**src/rtl/assert_macros.svh**
```systemverilog
// Assertion macros shared by the duplicate-suppress RTL.
// Included by modules that carry concurrent checks; no other dependencies.
`ifndef ASSERT_MACROS_SVH
`define ASSERT_MACROS_SVH

// Check on every edge outside reset.
`define ASSERT_AT(lbl, clk, rstn, prop, msg) \
    lbl: assert property (@(posedge clk) disable iff (!rstn) prop) else $error(msg);

// Check on every edge, reset included.
`define ASSERT_ALWAYS(lbl, clk, prop, msg) \
    lbl: assert property (@(posedge clk) prop) else $error(msg);

`endif

```
**src/rtl/mdsf_pkg.sv**
```systemverilog
// Types, constants and helpers for the mesh duplicate-suppress forward core.
// No dependencies; used by every module of the block.
package mdsf_pkg;

    localparam int ADDR_W   = 8;
    localparam int TTL_W    = 8;
    localparam int SEQ_W    = 8;
    localparam int TIME_W   = 32;
    localparam int KEY_W    = ADDR_W + SEQ_W;
    localparam int CFG_IDX_W = 1;
    localparam int CFG_DATA_W = 32;

    localparam logic [CFG_IDX_W-1:0] CFG_NODE_ID   = 1'b0;
    localparam logic [CFG_IDX_W-1:0] CFG_WINDOW_MS = 1'b1;

    localparam logic [ADDR_W-1:0] NODE_ID_RST   = 8'd20;
    localparam logic [TIME_W-1:0] WINDOW_MS_RST = 32'd30000;

    typedef struct packed {
        logic [ADDR_W-1:0] src_addr;
        logic [ADDR_W-1:0] dst_addr;
        logic [TTL_W-1:0]  hop_ttl;
        logic [SEQ_W-1:0]  seq_low;
        logic [TIME_W-1:0] now_ms;
    } in_t;

    typedef struct packed {
        logic             duplicate;
        logic             forward;
        logic [TTL_W-1:0] ttl_out;
    } out_t;

    typedef struct packed {
        logic [KEY_W-1:0]  key;
        logic [TIME_W-1:0] stamp;
    } entry_t;

    typedef struct packed {
        logic   en;
        entry_t entry;
    } ring_wr_t;

    typedef enum logic [1:0] {
        ST_IDLE,
        ST_SCAN,
        ST_DONE
    } state_t;

    function automatic logic [KEY_W-1:0] make_key(input logic [ADDR_W-1:0] src,
                                                  input logic [SEQ_W-1:0] seq);
        make_key = {src, {SEQ_W{1'b0}}} ^ {{ADDR_W{1'b0}}, seq};
    endfunction

endpackage

```
**src/rtl/mesh_duplicate_suppress_forward_core.sv**
```systemverilog
// Mesh duplicate suppression and flood-forward decision, top level.
// Depends on mdsf_pkg, mdsf_ctrl, mdsf_match and mdsf_ring.
//
// Each accepted header is checked against a ring of ENTRIES remembered
// (source, sequence) keys with their arrival times; a valid entry with the
// same key younger than window_ms marks it duplicate, otherwise it is stored
// at the ring pointer. One transfer in gives one transfer out with duplicate,
// forward and ttl_out. After accept the ring memory is read one entry per
// cycle through one shared key/age compare unit; the last compare closes the
// scan, the done state inserts and loads the result register, and the idle
// state raises s_ready again, so no new header is taken during a scan. A
// finished result may wait in its register while the next header is scanned;
// if it is still waiting when that scan ends, the block holds until it is
// taken. Entries never written are masked by the ring fill count, so no
// clearing pass follows reset. Configuration writes are registered and
// belong in idle periods.
module mesh_duplicate_suppress_forward_core #(
    parameter int ENTRIES = 64
) (
    input  logic                                aclk,
    input  logic                                aresetn,
    input  logic                                s_valid,
    output logic                                s_ready,
    input  mdsf_pkg::in_t                       s_data,
    output logic                                m_valid,
    input  logic                                m_ready,
    output mdsf_pkg::out_t                      m_data,
    input  logic                                cfg_wr_en,
    input  logic [mdsf_pkg::CFG_IDX_W-1:0]      cfg_index,
    input  logic [mdsf_pkg::CFG_DATA_W-1:0]     cfg_wdata
);

    localparam int AW = $clog2(ENTRIES);

    logic [mdsf_pkg::ADDR_W-1:0] node_id_reg, node_id_next;
    logic [mdsf_pkg::TIME_W-1:0] window_ms_reg, window_ms_next;

    logic               rd_en;
    logic [AW-1:0]      rd_addr;
    mdsf_pkg::entry_t   rd_entry;
    logic               rd_live;
    mdsf_pkg::ring_wr_t wr;

    always_comb begin
        node_id_next   = node_id_reg;
        window_ms_next = window_ms_reg;
        if (cfg_wr_en) begin
            unique case (cfg_index)
                mdsf_pkg::CFG_NODE_ID:   node_id_next   = cfg_wdata[mdsf_pkg::ADDR_W-1:0];
                mdsf_pkg::CFG_WINDOW_MS: window_ms_next = cfg_wdata[mdsf_pkg::TIME_W-1:0];
                default: ;
            endcase
        end
    end

    always_ff @(posedge aclk) begin
        if (!aresetn) begin
            node_id_reg   <= mdsf_pkg::NODE_ID_RST;
            window_ms_reg <= mdsf_pkg::WINDOW_MS_RST;
        end else begin
            node_id_reg   <= node_id_next;
            window_ms_reg <= window_ms_next;
        end
    end

    mdsf_ctrl #(
        .ENTRIES (ENTRIES)
    ) u_ctrl (
        .aclk      (aclk),
        .aresetn   (aresetn),
        .s_valid   (s_valid),
        .s_ready   (s_ready),
        .s_data    (s_data),
        .m_valid   (m_valid),
        .m_ready   (m_ready),
        .m_data    (m_data),
        .node_id   (node_id_reg),
        .window_ms (window_ms_reg),
        .rd_en     (rd_en),
        .rd_addr   (rd_addr),
        .rd_entry  (rd_entry),
        .rd_live   (rd_live),
        .wr        (wr)
    );

    mdsf_ring #(
        .ENTRIES (ENTRIES)
    ) u_ring (
        .aclk     (aclk),
        .aresetn  (aresetn),
        .wr       (wr),
        .rd_en    (rd_en),
        .rd_addr  (rd_addr),
        .rd_entry (rd_entry),
        .rd_live  (rd_live)
    );

endmodule

```
**src/rtl/mdsf_ring.sv**
```systemverilog
// Ring of remembered keys and time stamps with a wrapping write pointer.
// Depends on mdsf_pkg and assert_macros.svh.
`include "assert_macros.svh"
module mdsf_ring #(
    parameter int ENTRIES = 64
) (
    input  logic                          aclk,
    input  logic                          aresetn,
    input  mdsf_pkg::ring_wr_t            wr,
    input  logic                          rd_en,
    input  logic [$clog2(ENTRIES)-1:0]    rd_addr,
    output mdsf_pkg::entry_t              rd_entry,
    output logic                          rd_live
);

    localparam int AW = $clog2(ENTRIES);
    localparam logic [AW-1:0] LAST = AW'(ENTRIES - 1);

    mdsf_pkg::entry_t mem [ENTRIES];

    logic [AW-1:0] wr_ptr_reg, wr_ptr_next;
    logic          wrapped_reg, wrapped_next;
    mdsf_pkg::entry_t rd_entry_reg;
    logic          rd_live_reg;

    always_ff @(posedge aclk) begin
        if (wr.en) begin
            mem[wr_ptr_reg] <= wr.entry;
        end
    end

    always_ff @(posedge aclk) begin
        if (rd_en) begin
            rd_entry_reg <= mem[rd_addr];
            rd_live_reg  <= wrapped_reg || (rd_addr < wr_ptr_reg);
        end
    end

    always_comb begin
        wr_ptr_next  = wr_ptr_reg;
        wrapped_next = wrapped_reg;
        if (wr.en) begin
            if (wr_ptr_reg == LAST) begin
                wr_ptr_next  = '0;
                wrapped_next = 1'b1;
            end else begin
                wr_ptr_next = wr_ptr_reg + 1'b1;
            end
        end
    end

    always_ff @(posedge aclk) begin
        if (!aresetn) begin
            wr_ptr_reg  <= '0;
            wrapped_reg <= 1'b0;
        end else begin
            wr_ptr_reg  <= wr_ptr_next;
            wrapped_reg <= wrapped_next;
        end
    end

    assign rd_entry = rd_entry_reg;
    assign rd_live  = rd_live_reg;

    `ASSERT_AT(a_wrapped_sticky, aclk, aresetn, (aresetn && wrapped_reg) |=> wrapped_reg, "ring fill flag cleared")
    `ASSERT_AT(a_ptr_advance, aclk, aresetn, (aresetn && wr.en) |=> ((wr_ptr_reg == $past(wr_ptr_reg) + 1'b1) || (wr_ptr_reg == '0 && $past(wr_ptr_reg) == LAST)), "write pointer did not advance")

endmodule

```
**src/rtl/mdsf_match.sv**
```systemverilog
// Shared match unit: key compare and wrapping age check for one ring entry.
// Depends on mdsf_pkg.
module mdsf_match (
    input  logic                            check,
    input  mdsf_pkg::entry_t                entry,
    input  logic                            live,
    input  logic [mdsf_pkg::KEY_W-1:0]      key,
    input  logic [mdsf_pkg::TIME_W-1:0]     now_ms,
    input  logic [mdsf_pkg::TIME_W-1:0]     window_ms,
    output logic                            hit
);

    logic [mdsf_pkg::TIME_W-1:0] age;

    assign age = now_ms - entry.stamp;
    assign hit = check && live && (entry.key == key) && (age < window_ms);

endmodule

```
**src/rtl/mdsf_ctrl.sv**
```systemverilog
// Sequencer: takes a header, scans the ring through the match unit, then
// inserts on a miss and loads the result register. Depends on mdsf_pkg,
// mdsf_match and assert_macros.svh.
`include "assert_macros.svh"
module mdsf_ctrl #(
    parameter int ENTRIES = 64
) (
    input  logic                             aclk,
    input  logic                             aresetn,
    input  logic                             s_valid,
    output logic                             s_ready,
    input  mdsf_pkg::in_t                    s_data,
    output logic                             m_valid,
    input  logic                             m_ready,
    output mdsf_pkg::out_t                   m_data,
    input  logic [mdsf_pkg::ADDR_W-1:0]      node_id,
    input  logic [mdsf_pkg::TIME_W-1:0]      window_ms,
    output logic                             rd_en,
    output logic [$clog2(ENTRIES)-1:0]       rd_addr,
    input  mdsf_pkg::entry_t                 rd_entry,
    input  logic                             rd_live,
    output mdsf_pkg::ring_wr_t               wr
);

    localparam int AW = $clog2(ENTRIES);
    localparam logic [AW:0] COUNT = (AW + 1)'(ENTRIES);

    mdsf_pkg::state_t state_reg, state_next;
    mdsf_pkg::in_t    item_reg, item_next;
    logic [AW:0]      cnt_reg, cnt_next;
    logic             cmp_vld_reg, cmp_vld_next;
    logic             dup_reg, dup_next;
    logic             m_valid_reg, m_valid_next;
    mdsf_pkg::out_t   m_data_reg, m_data_next;

    logic                       accept;
    logic                       out_load;
    logic                       hit;
    logic [mdsf_pkg::KEY_W-1:0] key;

    assign key = mdsf_pkg::make_key(item_reg.src_addr, item_reg.seq_low);

    mdsf_match u_match (
        .check     (cmp_vld_reg),
        .entry     (rd_entry),
        .live      (rd_live),
        .key       (key),
        .now_ms    (item_reg.now_ms),
        .window_ms (window_ms),
        .hit       (hit)
    );

    always_comb begin
        state_next = state_reg;
        unique case (state_reg)
            mdsf_pkg::ST_IDLE: begin
                if (s_valid) begin
                    state_next = mdsf_pkg::ST_SCAN;
                end
            end
            mdsf_pkg::ST_SCAN: begin
                if (!rd_en && !cmp_vld_reg) begin
                    state_next = mdsf_pkg::ST_DONE;
                end
            end
            mdsf_pkg::ST_DONE: begin
                if (out_load) begin
                    state_next = mdsf_pkg::ST_IDLE;
                end
            end
            default: state_next = mdsf_pkg::ST_IDLE;
        endcase
    end

    always_comb begin
        s_ready      = (state_reg == mdsf_pkg::ST_IDLE);
        accept       = s_ready && s_valid;
        rd_en        = (state_reg == mdsf_pkg::ST_SCAN) && (cnt_reg < COUNT);
        rd_addr      = cnt_reg[AW-1:0];
        out_load     = (state_reg == mdsf_pkg::ST_DONE) && (!m_valid_reg || m_ready);
        item_next    = item_reg;
        cnt_next     = cnt_reg;
        cmp_vld_next = rd_en;
        dup_next     = dup_reg | hit;
        if (accept) begin
            item_next = s_data;
            cnt_next  = '0;
            dup_next  = 1'b0;
        end else if (rd_en) begin
            cnt_next = cnt_reg + 1'b1;
        end
        wr.en          = out_load && !dup_reg;
        wr.entry.key   = key;
        wr.entry.stamp = item_reg.now_ms;
        m_data_next    = m_data_reg;
        m_valid_next   = m_valid_reg && !m_ready;
        if (out_load) begin
            m_valid_next          = 1'b1;
            m_data_next.duplicate = dup_reg;
            m_data_next.forward   = !dup_reg && (item_reg.dst_addr != node_id)
                                    && (item_reg.hop_ttl != '0);
            m_data_next.ttl_out   = item_reg.hop_ttl - 1'b1;
        end
    end

    always_ff @(posedge aclk) begin
        if (!aresetn) begin
            state_reg   <= mdsf_pkg::ST_IDLE;
            cmp_vld_reg <= 1'b0;
            m_valid_reg <= 1'b0;
        end else begin
            state_reg   <= state_next;
            cmp_vld_reg <= cmp_vld_next;
            m_valid_reg <= m_valid_next;
        end
    end

    always_ff @(posedge aclk) begin
        item_reg   <= item_next;
        cnt_reg    <= cnt_next;
        dup_reg    <= dup_next;
        m_data_reg <= m_data_next;
    end

    assign m_valid = m_valid_reg;
    assign m_data  = m_data_reg;

    `ASSERT_AT(a_scan_exit, aclk, aresetn, (aresetn && state_reg == mdsf_pkg::ST_SCAN) |=> (state_reg == mdsf_pkg::ST_SCAN || state_reg == mdsf_pkg::ST_DONE), "scan left to wrong state")
    `ASSERT_AT(a_insert_on_miss, aclk, aresetn, wr.en |-> (state_reg == mdsf_pkg::ST_DONE && !dup_reg), "ring written outside a miss")
    `ASSERT_AT(a_result_load, aclk, aresetn, (aresetn && out_load) |=> (m_valid && m_data.duplicate == $past(dup_reg)), "result not loaded")

endmodule
```
**config.mk**
```make
export PLATFORM = sky130hd
export DESIGN_NAME = mesh_duplicate_suppress_forward_core
export DESIGN_NICKNAME = d
export VERILOG_FILES = /design/src/rtl/mdsf_pkg.sv /design/src/rtl/mesh_duplicate_suppress_forward_core.sv /design/src/rtl/mdsf_ring.sv /design/src/rtl/mdsf_match.sv /design/src/rtl/mdsf_ctrl.sv
export VERILOG_INCLUDE_DIRS = /design/src /design/src/rtl
export SDC_FILE = /design/constraint.sdc
export NUM_CORES = 2
export LEC_CHECK = 0
export BUFFER_PORTS_ARGS = -buffer_cell sky130_fd_sc_hd__buf_2
export CAP_MARGIN = 40
export CORE_MARGIN = 4
export CORE_UTILIZATION = 55
export CTS_BUF_LIST = sky130_fd_sc_hd__clkbuf_8
export CTS_CLUSTER_DIAMETER = 30
export CTS_CLUSTER_SIZE = 40
export DETAILED_ROUTE_END_ITERATION = 10
export PLACE_DENSITY_LB_ADDON = 0.3
export SLEW_MARGIN = 10
export SYNTH_ARGS = -nofsm -noshare
export SYNTH_HDL_FRONTEND = slang
export SYNTH_SLANG_ARGS = --single-unit
```
**constraint.sdc**
```tcl
create_clock -name aclk -period 5.2 [get_ports aclk]
set_input_delay 0 -clock aclk [delete_from_list [all_inputs] [get_ports aclk]]
set_output_delay 0 -clock aclk [all_outputs]
set_load 0.005 [all_outputs]
```
==> flow_summary.json <==
{
  "grt_max_degree": 117,
  "status": "finished, final reports clean",
  "grt_usage": 0.304,
  "drive_above_1_share": 0.321,
  "cp-startpoint": "u_ctrl.wr[0]",
  "die_h_um": 488,
  "setup_ws_ns": 0.640,
  "fmax_mhz": 219,
  "htreeDepth": 6,
  "top_usage_layer": "met2",
  "hold_path.class": "input pin to flip-flop",
  "synth-main-ff-cell": "edfxtp_1",
  "grt_overflow": 0,
  "min_path_cells": 3,
  "coreArea_um2": 228000,
  "finalSetupViolations": 0,
  "cts_hold_buf": 261,
  "holdWs_ns": 0.118,
  "place_hpwl_um": 193000,
  "yosys.cell_types.count": 62,
  "met2_usage": 0.460,
  "crit_type": "flip-flop to flip-flop",
  "final_area_um2": 148000,
  "clkSlewWorstSetupHoldPaths_ns": 0.07,
  "grt_pass1_vias": 66200,
  "met1_usage": 0.433,
  "postCtsSetupBuffers": 0,
  "power.leakage_nw": 46.6,
  "tns_ns": 0,
  "dieArea_um2": 238000,
  "die_w_um": 488,
  "tightestPinTransition_ns": 0.938,
  "slew_violations": 0,
  "wl_um": 358000,
  "ff2ff_path_depth": 17,
  "reg2reg_from": "u_ctrl.wr[0]",
  "ys_seq_elements": 3254,
  "first_iter_violations": 10600,
  "powerDensity_nw_per_um2": 418,
  "period_needed_ns": 4.56,
  "ys_seq_area_frac": 0.768,
  "fin_cells": 10100,
  "crit_path_end_kind": "flip-flop",
  "syn_area_um2": 126000,
  "r2r_slack_ns": 0.64,
  "synth_top_area_frac": 0.759,
  "synth_area_leaders": "edfxtp_1 (76%), mux4_2 (16%), dfxtp_1 (0.93%), mux2i_1 (0.91%), ha_1 (0.70%)",
  "max-clock-path-buffers": 4,
  "yosysTopAreaCell": "edfxtp_1",
  "cts_tree": "built",
  "worst_skew_pair.late_latency_ns": 1.18,
  "rsz0062_at_grt": "false",
  "final_net_count": 6791,
  "layout_common_cells": "edfxtp_1 (3195), mux4_2 (874), clkbuf_8 (578)",
  "drtAntennaViolNets": 0,
  "initial_core_util": 0.554,
  "max_slew_margin": 0.375,
  "final_common_cell": "edfxtp_1",
  "fin_worst_skew_ns": 0.122,
  "placed_area_um2": 133000,
  "max_cap_violations": 0,
  "crit_arrival_ns": 5.53,
  "dr_total_vias": 66600,
  "port-buffer-count": 113,
  "wl_per_cell_um": 35.5,
  "reg2reg_to": "u_ctrl.dup_reg",
  "min_period_over_period": 0.877,
  "total_power_mw": 62.0,
  "gp_congestion": 0.893,
  "largest_register_ffs": 3072,
  "fin_util": 0.650,
  "clock_sinks": 3254,
  "num_io_pins": 114,
  "globalRouteMet3Util": 0.0688,
  "cp_max_fo": 5,
  "holdPathEnd": "u_ctrl.item_reg[50]",
  "place_inst": 8799,
  "cts-root-buf": "clkbuf_8",
  "peakVddDrop_uv": 287,
  "drc_errors": 0,
  "post_cts_resized": 0,
  "async_flop_share": 0,
  "cp-start-kind": "flip-flop",
  "finalHoldViolCount": 0,
  "yosysWarnings": 0,
  "cp.required_ns": 6.17,
  "via_per_inst": 6.60,
  "cts_made_buffers": 562,
  "syn-num-nets": 5850,
  "area_growth_pct": 17.2,
  "pre_cts_ws_ns": 0.690,
  "drt_pass1_iterations": 5,
  "hp-start": "s_data[50]",
  "synth-edff-count": 3195,
  "grt_pass1_wl_um": 504000,
  "antenna_found_initial": 17,
  "rows": 175,
  "netlist_instances": 5676,
  "syn_avg_cell_area_um2": 22.3
}
-- metal layers --
layer / part of all wire / wire, um / up-vias
met5: 0.000061 / 22 / -
met4: 0.049 / 17700 / 4
met3: 0.12 / 42700 / 825
met2: 0.47 / 167000 / 4862
met1: 0.36 / 130000 / 34900
li1: - / - / 25900
-- where the power goes --
| group | internal [mW] | switching [mW] |
|---|---|---|
| combinational | 3.75 | 4.01 |
| clock | 14.2 | 11.0 |
| sequential | 29.0 | 0.122 |
-- cell usage after synthesis, drive strengths merged (2+ instances only) --
library cell,n
edfxtp,3195
mux4,874
a21oi,160
buf,156
clkbuf,139
nand2,122
nor2b,117
mux2i,115
a211oi,114
nor2,114
inv,82
ha,71
dfxtp,59
a21boi,37
o21ai,37
xor2,34
xnor2,30
mux2,23
nand3,21
a21o,20
nand4,15
and2,12
o211ai,12
nand2b,11
nor3,11
o22ai,10
nor4,9
a22oi,8
o21a,6
o21bai,6
a2111oi,5
a31oi,5
o31ai,5
and3,4
o2111ai,4
a211o,3
nor4b,3
or2,3
or4,3
and4,2
nand3b,2
o41ai,2
-- critical path, cell delays in order (launching register included) --
cell	delay (ns)
edfxtp_1	0.40
inv_1	0.08
ha_1	0.15
inv_1	0.06
fa_1	0.41
a21oi_1	0.19
o21ai_0	0.16
a211o_1	0.38
o21ai_1	0.29
o21ai_1	0.18
a41o_1	0.25
a2111oi_0	0.50
ha_1	0.27
nand4_1	0.12
or2_2	0.34
nor4_1	0.32
o2111ai_1	0.20
o311a_1	0.17
-- kinds of logic after synthesis --
family	count (synthesis)	share of synthesized area
AND/OR/NAND/NOR	453	0.0177
AO/OA/AOI/OAI	443	0.0225
multiplexers	1012	0.167
buffers and inverters	378	0.0135
flip-flops	3254	0.768
XOR/XNOR	64	0.00443
adder cells (fa/ha/maj)	72	0.00718
-- how the worst max path moves through the flow --
stage                      to  cells after the start  slack, ns
2_1_floorplan  u_ctrl.dup_reg                     15       0.78
3_3_place_gp   u_ctrl.dup_reg                     17       0.74
3_5_place_dp   u_ctrl.dup_reg                     17       0.69
4_1_cts        u_ctrl.dup_reg                     17       0.63
5_1_grt        u_ctrl.dup_reg                     17       0.34
6_report       u_ctrl.dup_reg                     17       0.64
-- cell type report --
type | instances | area [um^2]
Tap cell | 3009 | 3760
Sequential cell | 3254 | 97100
Clock inverter | 421 | 4250
Clock buffer | 578 | 7960
Multi-Input combinational cell | 2044 | 28100
Fill cell | 14400 | 79900
Inverter | 83 | 314
Antenna cell | 23 | 57.6
Timing Repair Buffer | 672 | 6650
(Power assumes the default switching activity.)
